### config.mk
export PLATFORM = sky130hd
export DESIGN_NAME = downmix_linear_resampler_48k
export DESIGN_NICKNAME = d
export VERILOG_FILES = /design/src/rtl/dlr48_pkg.sv /design/src/rtl/dlr48_ctrl.sv /design/src/rtl/dlr48_dpath.sv /design/src/rtl/downmix_linear_resampler_48k.sv
export SDC_FILE = /design/constraint.sdc
export NUM_CORES = 2
export LEC_CHECK = 0
export BUFFER_PORTS_ARGS = -buffer_cell sky130_fd_sc_hd__clkbuf_2
export CAP_MARGIN = 20
export CORE_MARGIN = 5
export CORE_UTILIZATION = 50
export DETAILED_ROUTE_END_ITERATION = 6
export PLACE_DENSITY = 0.66
export REMOVE_ABC_BUFFERS = 1
export SETUP_SLACK_MARGIN = 0.1
export SLEW_MARGIN = 20
export SYNTH_ARGS = -nofsm -noshare
export SYNTH_HDL_FRONTEND = slang
export SYNTH_SLANG_ARGS = --single-unit
### constraint.sdc
create_clock -name clk -period 20.8 [get_ports clk]
set_input_delay 5.2 -clock clk [delete_from_list [all_inputs] [get_ports clk]]
set_output_delay 5.2 -clock clk [all_outputs]
set_load 0.01 [all_outputs]
### src/rtl/dlr48_pkg.sv
// shared constants, command and status types for the downmix resampler
package dlr48_pkg;

  localparam int NUM_CHANNELS = 8;
  localparam int SAMPLE_W     = 16;
  localparam int COUNT_W      = 4;
  localparam int RATE_W       = 18;
  localparam int PHASE_W      = 19;
  localparam int OUTPUT_RATE  = 48000;
  localparam int MIN_STEP     = 8000;

  localparam logic CFG_CHANNEL_COUNT = 1'b0;
  localparam logic CFG_INPUT_RATE    = 1'b1;

  typedef struct packed {
    logic load_frame;
    logic sum;
    logic mono_mul;
    logic mono_set;
    logic int_mul;
    logic int_div;
    logic emit_int;
    logic emit_hold;
    logic emit_mark;
    logic store;
    logic commit;
    logic clear;
  } cmd_t;

  typedef struct packed {
    logic have;
    logic last;
    logic p_below;
    logic fits;
    logic any_out;
    logic out_free;
  } status_t;

endpackage

### src/rtl/dlr48_ctrl.sv
// sequencing state machine for downmix, interpolation, hold and end marker
module dlr48_ctrl (
  input  logic              clk,
  input  logic              rst,
  input  logic              s_tvalid,
  output logic              s_tready,
  input  dlr48_pkg::status_t status,
  output dlr48_pkg::cmd_t    cmd
);
  import dlr48_pkg::*;

  typedef enum logic [9:0] {
    ST_IDLE   = 10'b00_0000_0001,
    ST_SUM    = 10'b00_0000_0010,
    ST_MMUL   = 10'b00_0000_0100,
    ST_MONO   = 10'b00_0000_1000,
    ST_DECIDE = 10'b00_0001_0000,
    ST_IMUL   = 10'b00_0010_0000,
    ST_IDIV   = 10'b00_0100_0000,
    ST_IEMIT  = 10'b00_1000_0000,
    ST_HOLD   = 10'b01_0000_0000,
    ST_MARK   = 10'b10_0000_0000
  } state_t;

  state_t state;
  state_t state_next;

  assign s_tready = (state == ST_IDLE);

  always_ff @(posedge clk) begin
    if (rst) begin
      state <= ST_IDLE;
    end else begin
      state <= state_next;
    end
  end

  always_comb begin
    state_next = state;
    cmd        = '0;
    unique case (state)
      ST_IDLE: begin
        if (s_tvalid) begin
          cmd.load_frame = 1'b1;
          state_next     = ST_SUM;
        end
      end
      ST_SUM: begin
        cmd.sum    = 1'b1;
        state_next = ST_MMUL;
      end
      ST_MMUL: begin
        cmd.mono_mul = 1'b1;
        state_next   = ST_MONO;
      end
      ST_MONO: begin
        cmd.mono_set = 1'b1;
        state_next   = ST_DECIDE;
      end
      ST_DECIDE: begin
        if (!status.have && !status.last) begin
          cmd.store  = 1'b1;
          state_next = ST_IDLE;
        end else if (status.have && status.p_below && (!status.last || status.fits)) begin
          state_next = ST_IMUL;
        end else if (!status.last) begin
          cmd.commit = 1'b1;
          state_next = ST_IDLE;
        end else if (status.fits) begin
          state_next = ST_HOLD;
        end else if (!status.any_out) begin
          state_next = ST_MARK;
        end else begin
          cmd.clear  = 1'b1;
          state_next = ST_IDLE;
        end
      end
      ST_IMUL: begin
        cmd.int_mul = 1'b1;
        state_next  = ST_IDIV;
      end
      ST_IDIV: begin
        cmd.int_div = 1'b1;
        state_next  = ST_IEMIT;
      end
      ST_IEMIT: begin
        if (status.out_free) begin
          cmd.emit_int = 1'b1;
          state_next   = ST_DECIDE;
        end
      end
      ST_HOLD: begin
        if (status.out_free) begin
          cmd.emit_hold = 1'b1;
          state_next    = ST_DECIDE;
        end
      end
      ST_MARK: begin
        if (status.out_free) begin
          cmd.emit_mark = 1'b1;
          state_next    = ST_DECIDE;
        end
      end
      default: begin
        state_next = ST_IDLE;
      end
    endcase
  end

endmodule

### src/rtl/dlr48_dpath.sv
// datapath: config registers, channel average, phase stepping, interpolation, output register
module dlr48_dpath (
  input  logic                clk,
  input  logic                rst,
  input  logic                cfg_we,
  input  logic                cfg_index,
  input  logic [17:0]         cfg_data,
  input  logic [127:0]        frame_data,
  input  logic                frame_last,
  input  dlr48_pkg::cmd_t     cmd,
  output dlr48_pkg::status_t  status,
  output logic                m_tvalid,
  input  logic                m_tready,
  output logic [15:0]         m_tdata,
  output logic                m_tuser,
  output logic                m_tlast
);
  import dlr48_pkg::*;

  // output rate split into a power of two and an odd factor
  localparam int ODD_SHIFT   = 7;
  localparam int OUT_ODD     = OUTPUT_RATE >> ODD_SHIFT;
  localparam int RECIP_SHIFT = 33;
  localparam logic [24:0] OUT_RECIP =
    25'(((longint'(1) << RECIP_SHIFT) + longint'(OUT_ODD) - 1) / longint'(OUT_ODD));
  localparam int MONO_SHIFT  = 24;

  logic [COUNT_W-1:0]        chan_count;
  logic [RATE_W-1:0]         input_rate;
  logic signed [SAMPLE_W-1:0] chan [NUM_CHANNELS];
  logic                      last_q;
  logic signed [18:0]        sum;
  logic signed [18:0]        sum_next;
  logic [18:0]               quo_mono;
  logic                      mono_neg;
  logic signed [SAMPLE_W-1:0] mono;
  logic signed [SAMPLE_W-1:0] prev;
  logic                      have;
  logic [RATE_W-1:0]         phase;
  logic [PHASE_W-1:0]        p;
  logic                      any_out;
  logic signed [31:0]        num;
  logic [15:0]               quo_int;
  logic                      int_neg;

  logic [COUNT_W-1:0]        nch;
  logic [2:0]                nch_idx;
  logic [24:0]               mono_recip;
  logic [RATE_W-1:0]         rate_eff;
  logic [18:0]               sum_abs;
  logic [43:0]               mono_prod;
  logic [18:0]               mono_twos;
  logic signed [16:0]        diff;
  logic signed [16:0]        p_s;
  logic signed [33:0]        dprod;
  logic signed [33:0]        base;
  logic [30:0]               num_abs;
  logic [48:0]               int_prod;
  logic [15:0]               int_val;
  logic [19:0]               step1;
  logic [20:0]               step2;
  logic                      fits2;
  logic                      end_flag;

  always_comb begin
    if (chan_count == '0) begin
      nch = COUNT_W'(1);
    end else if (chan_count > COUNT_W'(NUM_CHANNELS)) begin
      nch = COUNT_W'(NUM_CHANNELS);
    end else begin
      nch = chan_count;
    end
  end

  assign nch_idx  = 3'(nch - COUNT_W'(1));
  assign rate_eff = (input_rate < RATE_W'(MIN_STEP)) ? RATE_W'(MIN_STEP) : input_rate;

  // rounded-up reciprocals of the channel count
  always_comb begin
    unique case (nch_idx)
      3'd0: mono_recip = 25'(2**24);
      3'd1: mono_recip = 25'((2**24 + 1) / 2);
      3'd2: mono_recip = 25'((2**24 + 2) / 3);
      3'd3: mono_recip = 25'((2**24 + 3) / 4);
      3'd4: mono_recip = 25'((2**24 + 4) / 5);
      3'd5: mono_recip = 25'((2**24 + 5) / 6);
      3'd6: mono_recip = 25'((2**24 + 6) / 7);
      3'd7: mono_recip = 25'((2**24 + 7) / 8);
    endcase
  end

  always_comb begin
    sum_next = '0;
    for (int c = 0; c < NUM_CHANNELS; c++) begin
      if (c < int'(nch)) begin
        sum_next = sum_next + 19'(chan[c]);
      end
    end
  end

  assign sum_abs   = sum[18] ? 19'(-sum) : 19'(sum);
  assign mono_prod = 44'(sum_abs) * 44'(mono_recip);
  assign mono_twos = mono_neg ? (19'd0 - quo_mono) : quo_mono;

  assign diff     = 17'(mono) - 17'(prev);
  assign p_s      = signed'({1'b0, p[15:0]});
  assign dprod    = 34'(diff) * 34'(p_s);
  assign base     = 34'(prev) * 34'(OUTPUT_RATE);
  assign num_abs  = num[31] ? 31'(-num) : 31'(num);
  assign int_prod = 49'(num_abs[30:ODD_SHIFT]) * 49'(OUT_RECIP);
  assign int_val  = int_neg ? (16'd0 - quo_int) : quo_int;

  assign step1    = 20'(p) + 20'(rate_eff);
  assign step2    = 21'(step1) + 21'(rate_eff);
  assign fits2    = (step2 <= 21'(2 * OUTPUT_RATE));
  assign end_flag = last_q && !fits2;

  always_comb begin
    status.have     = have;
    status.last     = last_q;
    status.p_below  = (p < PHASE_W'(OUTPUT_RATE));
    status.fits     = (step1 <= 20'(2 * OUTPUT_RATE));
    status.any_out  = any_out;
    status.out_free = !m_tvalid || m_tready;
  end

  // configuration
  always_ff @(posedge clk) begin
    if (rst) begin
      chan_count <= COUNT_W'(1);
      input_rate <= RATE_W'(24000);
    end else if (cfg_we) begin
      unique case (cfg_index)
        CFG_CHANNEL_COUNT: chan_count <= cfg_data[COUNT_W-1:0];
        CFG_INPUT_RATE:    input_rate <= cfg_data[RATE_W-1:0];
        default: ;
      endcase
    end
  end

  // frame capture and arithmetic
  always_ff @(posedge clk) begin
    if (cmd.load_frame) begin
      for (int c = 0; c < NUM_CHANNELS; c++) begin
        chan[c] <= frame_data[c*SAMPLE_W +: SAMPLE_W];
      end
      last_q <= frame_last;
    end
    if (cmd.sum) begin
      sum <= sum_next;
    end
    if (cmd.mono_mul) begin
      quo_mono <= mono_prod[42:MONO_SHIFT];
      mono_neg <= sum[18];
    end
    if (cmd.mono_set) begin
      mono <= mono_twos[15:0];
    end
    if (cmd.int_mul) begin
      num <= 32'(base + dprod);
    end
    if (cmd.int_div) begin
      quo_int <= int_prod[48:RECIP_SHIFT];
      int_neg <= num[31];
    end
  end

  // converter state
  always_ff @(posedge clk) begin
    if (rst) begin
      prev    <= '0;
      have    <= 1'b0;
      phase   <= '0;
      any_out <= 1'b0;
      p       <= '0;
    end else begin
      if (cmd.mono_set) begin
        p       <= have ? PHASE_W'(phase) : PHASE_W'(OUTPUT_RATE);
        any_out <= 1'b0;
      end
      if (cmd.emit_int || cmd.emit_hold) begin
        p <= PHASE_W'(step1);
      end
      if (cmd.emit_int || cmd.emit_hold || cmd.emit_mark) begin
        any_out <= 1'b1;
      end
      if (cmd.store) begin
        prev  <= mono;
        have  <= 1'b1;
        phase <= '0;
      end
      if (cmd.commit) begin
        prev  <= mono;
        phase <= RATE_W'(p - PHASE_W'(OUTPUT_RATE));
      end
      if (cmd.clear) begin
        prev  <= '0;
        have  <= 1'b0;
        phase <= '0;
      end
    end
  end

  // output register
  always_ff @(posedge clk) begin
    if (rst) begin
      m_tvalid <= 1'b0;
    end else if (cmd.emit_int || cmd.emit_hold || cmd.emit_mark) begin
      m_tvalid <= 1'b1;
    end else if (m_tready) begin
      m_tvalid <= 1'b0;
    end
  end

  always_ff @(posedge clk) begin
    if (cmd.emit_int) begin
      m_tdata <= int_val;
      m_tuser <= 1'b1;
      m_tlast <= end_flag;
    end else if (cmd.emit_hold) begin
      m_tdata <= mono;
      m_tuser <= 1'b1;
      m_tlast <= end_flag;
    end else if (cmd.emit_mark) begin
      m_tdata <= '0;
      m_tuser <= 1'b0;
      m_tlast <= 1'b1;
    end
  end

  emit_when_free: assert property (@(posedge clk) disable iff (rst)
    (cmd.emit_int || cmd.emit_hold || cmd.emit_mark) |-> (!m_tvalid || m_tready))
    else $error("output register overwritten while a transaction is pending");

  interp_in_window: assert property (@(posedge clk) disable iff (rst)
    cmd.int_mul |-> (have && p < PHASE_W'(OUTPUT_RATE)))
    else $error("interpolation outside the phase window");

  hold_on_last_only: assert property (@(posedge clk) disable iff (rst)
    (cmd.emit_hold || cmd.emit_mark || cmd.clear) |-> last_q)
    else $error("end-of-clip handling on a frame that is not last");

  marker_ends_clip: assert property (@(posedge clk) disable iff (rst)
    (m_tvalid && !m_tuser) |-> m_tlast)
    else $error("empty result without end of clip");

endmodule

### src/rtl/downmix_linear_resampler_48k.sv
// top level: mono downmix with linear resampling to 48 kHz
//
//   channel   | direction | payload
//   s_*       | in        | tdata: chan0_sample..chan7_sample (16 b each), tlast: last_frame
//   m_*       | out       | tdata: out_sample, tuser: has_sample, tlast: end_of_clip
//   cfg_*     | in        | index 0 channel_count, index 1 input_rate
//
// a frame passes through the load, sum, reciprocal multiply, mono set and decision steps
// each interpolated result then passes through product, reciprocal divide and emit steps
// each held repeat or end marker takes an emit step and a decision; one frame is in work at a time
// synchronous active-high reset; no clearing pass, the block is ready the cycle after
// a stalled output holds the state machine in its emit state until the pending transaction is taken
module downmix_linear_resampler_48k (
  input  logic         clk,
  input  logic         rst,
  input  logic         cfg_we,
  input  logic         cfg_index,
  input  logic [17:0]  cfg_data,
  input  logic         s_tvalid,
  output logic         s_tready,
  input  logic [127:0] s_tdata,   // chan0_sample .. chan7_sample
  input  logic         s_tlast,
  output logic         m_tvalid,
  input  logic         m_tready,
  output logic [15:0]  m_tdata,   // out_sample
  output logic         m_tuser,   // has_sample
  output logic         m_tlast
);
  import dlr48_pkg::*;

  cmd_t    cmd;
  status_t status;

  dlr48_ctrl u_ctrl (
    .clk      (clk),
    .rst      (rst),
    .s_tvalid (s_tvalid),
    .s_tready (s_tready),
    .status   (status),
    .cmd      (cmd)
  );

  dlr48_dpath u_dpath (
    .clk        (clk),
    .rst        (rst),
    .cfg_we     (cfg_we),
    .cfg_index  (cfg_index),
    .cfg_data   (cfg_data),
    .frame_data (s_tdata),
    .frame_last (s_tlast),
    .cmd        (cmd),
    .status     (status),
    .m_tvalid   (m_tvalid),
    .m_tready   (m_tready),
    .m_tdata    (m_tdata),
    .m_tuser    (m_tuser),
    .m_tlast    (m_tlast)
  );

endmodule

## Yosys cells after proc, flatten, opt, wreduce, memory -nomap -nowiden

Memory sizes are Yosys's and may differ from the RTL's.
Index checks and enable logic that the tools add are counted.

| word-level totals | value |
|---|---|
| word-level logic and storage cells | 154 |
| bits in read-only memories | 200 |
| memories kept | 2 |
| output and inout bits | 20 |
| bits of input ports | 153 |
| memory bits (writable) | 128 |
| register bits | 208 |

| cells by class | value |
|---|---|
| $add $sub $neg | 17 |
| muxes and demuxes | 61 |
| $mul | 4 |
| reduce and logical (&&, ||, !) cells | 24 |
| magnitude comparators | 13 |
| eq/ne operators | 12 |
| bitwise operators | 1 |

Memories:

| memory | depth | bits a word | read ports | clocked after memory_dff | write ports | line | RTL |
|---|---|---|---|---|---|---|---|
| (name not given) | 8 | 25 | 1 | 0 | 0 | dlr48_dpath.sv:80 | `unique case (nch_idx)` |
| u_dpath.chan | 8 | 16 | 8 | 0 | 8 | dlr48_dpath.sv:30 | `logic signed [SAMPLE_W-1:0] chan [NUM_CHANNELS];` |

Operator list:

| kind | count |
|---|---|
| $mux W19 | 11 |
| $add A19 B16 Y19 | 7 |
| $mux W16 | 7 |
| $pmux W10 S8 | 1 |
| $mux W18 | 4 |
| $mux W10 | 7 |
| $mul A24 B25 Y49 const B | 1 |
| $mul A19 B25 Y40 | 1 |
| $add A32 B32 Y32 | 1 |
| $mul A17 B17 Y32 | 1 |
| $sub A1 B16 Y16 const A | 2 |
| $mux W31 | 1 |
| $neg A31 Y31 | 1 |
| $mul A16 B10 Y25 const B | 1 |
| $mux W1 | 25 |
| $add A20 B18 Y21 | 1 |
| $le A21 B17 Y1 const B | 1 |
| $add A19 B18 Y20 | 1 |
| $le A20 B17 Y1 const B | 1 |
| $lt A19 B16 Y1 const B | 1 |
| $neg A19 Y19 | 1 |
| $lt A18 B13 Y1 const B | 1 |
| $sub A18 B16 Y18 const B | 1 |
| $sub A16 B16 Y17 | 1 |
| 30 further kinds | 52 |

## Depth between registers and ports, before layout

| logic depth | value |
|---|---|
| depth after elaboration | 19 |
| mapped depth | 71 |
| gate-level depth less buffers | 64 |

## By module

From an unflattened synthesis, not the netlist that was laid out.

| second synthesis, totals | value |
|---|---|
| cells, all modules | 6348 |
| area total of the unflattened synthesis | 59967.5 µm² |

Modules (own cells, without submodules):

| module | cells each | area an instance (µm²) | sequential area each (µm²) | times used |
|---|---|---|---|---|
| dlr48_dpath | 6262 | 59304.4 | 8998.6 | 1 |
| dlr48_ctrl | 86 | 663.1 | 200.2 | 1 |

## Worst setup path after synthesis

Ideal clock, no wire load.

| timing | value |
|---|---|
| kind | register to register |
| start point | register u_dpath.chan_count[1] |
| end point | register u_dpath.sum[18], data pin |
| library setup time | 0.258 ns |
| required time | 20.542 ns |
| arrival | 12.061 ns |
| period minus slack after synthesis | 12.319 ns |
| cell stages (with the launch flop) | 65 |
| path buffers | 7 |
| slack | 8.481 ns |
| cells stage by stage | dfxtp_1 > clkbuf_1 > or3_1 > clkbuf_1 > buf_1 > o21ai_0 > inv_1 > ha_1 > or3b_1 > clkbuf_1 > clkbuf_1 > clkbuf_1 > clkbuf_1 > nand2_1 > xnor2_1 > ha_1 > a21oi_1 > o21a_1 > (+29 left out) > a21o_1 > o311ai_0 > and3_1 > a21o_1 > ha_1 > or2_2 > a21oi_1 > nor2_1 > xor2_1 > nand2_1 > o21ai_0 > ha_1 > or2_2 > a21oi_1 > a31oi_1 > xor2_1 > nand2_1 > xnor2_1 |

| on the way | value |
|---|---|
| cells in the longest elaborated chain, start to end | 19 |
| elaborated cells on any way between the ends | 27 |
| classes of those cells | add/sub: 7; order compare: 9; mux: 10; reduce/logical: 1 |

Ends and longest elaborated chain:

| item | line | RTL |
|---|---|---|
| start, declared | dlr48_dpath.sv:28 | `logic [COUNT_W-1:0] chan_count;` |
| start signal, assigned | dlr48_dpath.sv:134 | `CFG_CHANNEL_COUNT: chan_count <= cfg_data[COUNT_W-1:0];` |
| $gt A4 B4 Y1 | dlr48_dpath.sv:68 | `end else if (chan_count > COUNT_W'(NUM_CHANNELS)) begin` |
| $mux W4 | dlr48_dpath.sv:68 |  |
| $mux W4 (*) | dlr48_dpath.sv:66 | `if (chan_count == '0) begin` |
| $lt A1 B4 Y1 | dlr48_dpath.sv:95 | `if (c < int'(nch)) begin` |
| $mux W19 | dlr48_dpath.sv:95 |  |
| $add A19 B16 Y19 | dlr48_dpath.sv:96 | `sum_next = sum_next + 19'(chan[c]);` |
| $mux W19 | dlr48_dpath.sv:95 |  |
| $add A19 B16 Y19 | dlr48_dpath.sv:96 |  |
| (+4 left out) | -- |  |
| $mux W19 | dlr48_dpath.sv:95 |  |
| $add A19 B16 Y19 | dlr48_dpath.sv:96 |  |
| $mux W19 | dlr48_dpath.sv:95 |  |
| $add A19 B16 Y19 | dlr48_dpath.sv:96 |  |
| $mux W19 | dlr48_dpath.sv:95 |  |
| $add A19 B16 Y19 | dlr48_dpath.sv:96 |  |
| $mux W19 (*) | dlr48_dpath.sv:95 |  |
| net u_dpath.sum_next[18] | dlr48_dpath.sv:33 | `logic signed [18:0] sum_next;` |
| end signal, assigned | dlr48_dpath.sv:150 | `sum <= sum_next;` |
| end, declared | dlr48_dpath.sv:32 | `logic signed [18:0] sum;` |

Mark *: on every way through the listed nets, which the timed path passes. The rest lies on a longest branch.
A chain may end at the register's enable or synchronous reset.

## Worst setup path after layout

| timing | value |
|---|---|
| start point | register u_dpath.chan_count[3] |
| end point | register u_dpath.sum[18], data pin |

The elaborated chain is that of the path after synthesis.

==> results.json <==
{
  "status": "finished with violations",
  "die-area_um2": 126000,
  "drive_gt1_share_pct": 6.74,
  "pre_cts_ws_ns": 7.00,
  "die_w_um": 355,
  "hold_path_depth": 2,
  "die_y_um": 355,
  "dpl.hpwl_um": 131000,
  "grt_max_degree": 79,
  "critPathMaxFanout": 43,
  "grt-ovfl-total": 0,
  "ir_drop_uv": 78.1,
  "final.setup_skew_ns": 0.0391,
  "worstPathArrival_ns": 14.26,
  "maxCapViolations": 0,
  "r2r_end": "u_dpath.sum[18]",
  "rsz0062_at_grt": "false",
  "rows": 126,
  "slew_violations": 0,
  "drtPass1Iterations": 7,
  "ys_warn_count": 0,
  "max_freq_mhz": 71.6,
  "ys_types": 85,
  "fillerInstances": 10700,
  "hold_viol_final": 0,
  "antenna_found_initial": 1,
  "hp-start": "u_dpath.input_rate[4]",
  "synthCells": 6215,
  "tightestPinTransition_ns": 1.14,
  "clk_latency_ns": 0.58,
  "drc_errors": 3,
  "dpl.cell_count": 7828,
  "setup_viol": 0,
  "cts_made_buffers": 39,
  "post-route-min-period_ns": 13.96,
  "worst_slack_ns": 6.84,
  "seq_area_frac_synth_pct": 15.5,
  "ys_seq_elements": 336,
  "track_usage_pct": 24.7,
  "fin_nets": 8165,
  "cts_tree": "yes",
  "slew-limit-headroom_pct": 23.9,
  "cp-start-kind": "register",
  "path_clk_slew_ns": 0.07,
  "tns_ns": 0,
  "rrSetupSlack_ns": 6.84,
  "syn_area_per_cell_um2": 9.58,
  "grt_pass1_wl_um": 247000,
  "cts_resized": 0,
  "io_buffers": 172,
  "cp-end-kind": "register",
  "wl_per_cell_um": 19.5,
  "crit_top_cell": "ha_1",
  "coreArea_um2": 118000,
  "worstPathRequired_ns": 21.10,
  "ant_nets": 0,
  "synth_edf_count": 247,
  "r2r_cells": 58,
  "p_leak_nw": 30.8,
  "cts.htree.levels": 2,
  "initial_core_util_pct": 50.4,
  "ys.flop_type": "edfxtp_1",
  "critPathMaxStageDelay_ns": 0.92,
  "critical_path_class": "reg2reg",
  "grt_pass1_vias": 45900,
  "design.portCount": 173,
  "syn_area_um2": 59500,
  "hold_end": "u_dpath.input_rate[4]",
  "hold_path_class": "reg2reg",
  "gp_congestion": 0.990,
  "vias": 43400,
  "layoutNonFillerInstCount": 7902,
  "via_per_inst": 5.49,
  "power_density_nw_per_um2": 50.3,
  "ctsHoldBuffers": 0,
  "areaGrowthSynthToFinish_pct": 6.97,
  "slowest_stage": "dfxtp_2",
  "cts-root-buf": "clkbuf_16",
  "finalCritPeriodShare_pct": 67.1,
  "clk_path_buf_depth": 3,
  "post_cts_buffers": 0,
  "wirelength_um": 154000,
  "violations": "design-rule violations",
  "async_flop_share_pct": 0,
  "cts.sinks": 336,
  "timing.rr.start": "u_dpath.chan_count[3]",
  "dr.first_iter.drc_count": 2898
}
==> metrics by stage <==
step                util, %  area [um^2]  hold WS, ns  power (mW)
global route           53.9        63700        0.479        3.44
detailed placement     52.7        62300        0.451        2.48
global placement       52.7        62300        0.445        2.45
finish                 53.9        63700        0.454        3.20
floorplan                 -        58900        0.426        2.03
CTS                    53.8        63700        0.461        3.22
==> cell type report <==
class,count,area [um^2],area share (%)
diodes,1,2.50,0.00393
clock buffers,47,1060,1.66
clock inverters,25,277,0.434
inverters,1274,4780,7.51
multi-input cells,4426,44900,70.6
flip-flops and latches,336,9200,14.4
well taps,1536,1920,3.02
repair buffers,257,1500,2.36
==> kinds of logic after synthesis <==
family                   after synthesis  share of synthesized area [%]
AO/OA/AOI/OAI                        892                           9.83
XOR/XNOR                             325                           4.82
adder cells (fa/ha/maj)             1680                           47.7
buffers and inverters               1453                           9.17
flip-flops                           336                           15.5
multiplexers                          41                          0.742
AND/OR/NAND/NOR                     1488                           12.3
==> synth_stat cells (70+ instances only) <==
| master | count | share of area [%] |
|---|---|---|
| and2_1 | 172 | 1.8 |
| a21o_1 | 70 | 0.88 |
| dfxtp_1 | 89 | 3.0 |
| nor2_1 | 360 | 2.3 |
| xnor2_1 | 234 | 3.4 |
| nand2_1 | 451 | 2.8 |
| fa_1 | 984 | 33 |
| a21oi_1 | 242 | 2.0 |
| edfxtp_1 | 247 | 12 |
| o21ai_0 | 175 | 1.5 |
| clkbuf_1 | 164 | 1.0 |
| ha_1 | 694 | 15 |
| xor2_1 | 89 | 1.3 |
| inv_1 | 1273 | 8.0 |
| nor3_1 | 108 | 0.91 |
==> layout by cell type (no fill, tap or decap), types with 58 or more instances in the layout <==
cell,count
dfxtp_1,88
nand3_1,62
buf_4,84
nand2_1,451
nor2_1,358
edfxtp_1,247
nor3_1,107
o21ai_0,175
clkbuf_2,171
a21oi_1,242
a21o_1,70
inv_1,1273
and2_1,171
ha_1,693
fa_1,984
xor2_1,88
nor2b_1,58
xnor2_1,234
==> worst max path at each step <==
| stage | start | end | slack [ns] | cells past startpoint |
|---|---|---|---|---|
| 5_1_grt | u_dpath.chan_count[3] | u_dpath.sum[18] | 5.43 | 60 |
| 3_5_place_dp | u_dpath.chan_count[3] | u_dpath.sum[18] | 7.00 | 58 |
| 4_1_cts | u_dpath.chan_count[3] | u_dpath.sum[18] | 6.92 | 58 |
| 3_3_place_gp | u_dpath.chan_count[3] | u_dpath.sum[18] | 7.27 | 58 |
| 2_1_floorplan | u_dpath.chan_count[3] | u_dpath.sum[18] | 8.23 | 57 |
| 6_report | u_dpath.chan_count[3] | u_dpath.sum[18] | 6.84 | 58 |
==> per-layer routing <==
metal,global-route usage (%),wire length (um)
met4,8.95,6640
met3,2.78,7960
met5,0,0
met2,42.3,74000
met1,32.4,65400
==> power breakdown <==
part / total, mW / leakage (nW) / switching, mW / internal, mW
Sequential: 0.801 / 3.06 / 0.0262 / 0.775
Clock: 0.718 / 0.646 / 0.290 / 0.428
Combinational: 1.68 / 27.1 / 0.982 / 0.699
==> sequential cells by signal, indices dropped and copies added (netlist names), 18 cells and up <==
signal	count
u_dpath.input_rate	18
u_dpath.chan	128
u_dpath.p	19
u_dpath.sum	19
u_dpath.phase	18
u_dpath.num	32
==> critical path, delay by kind of cell, from the launching register on <==
kind            cells  cell delay, ns
compound gates     23            4.91
simple gates       16            3.65
fa+ha+maj           9            2.56
xor+xnor            7            1.15
flops               1            0.92
buf+inv             3            0.47
Power figures use the tool's default switching activity.
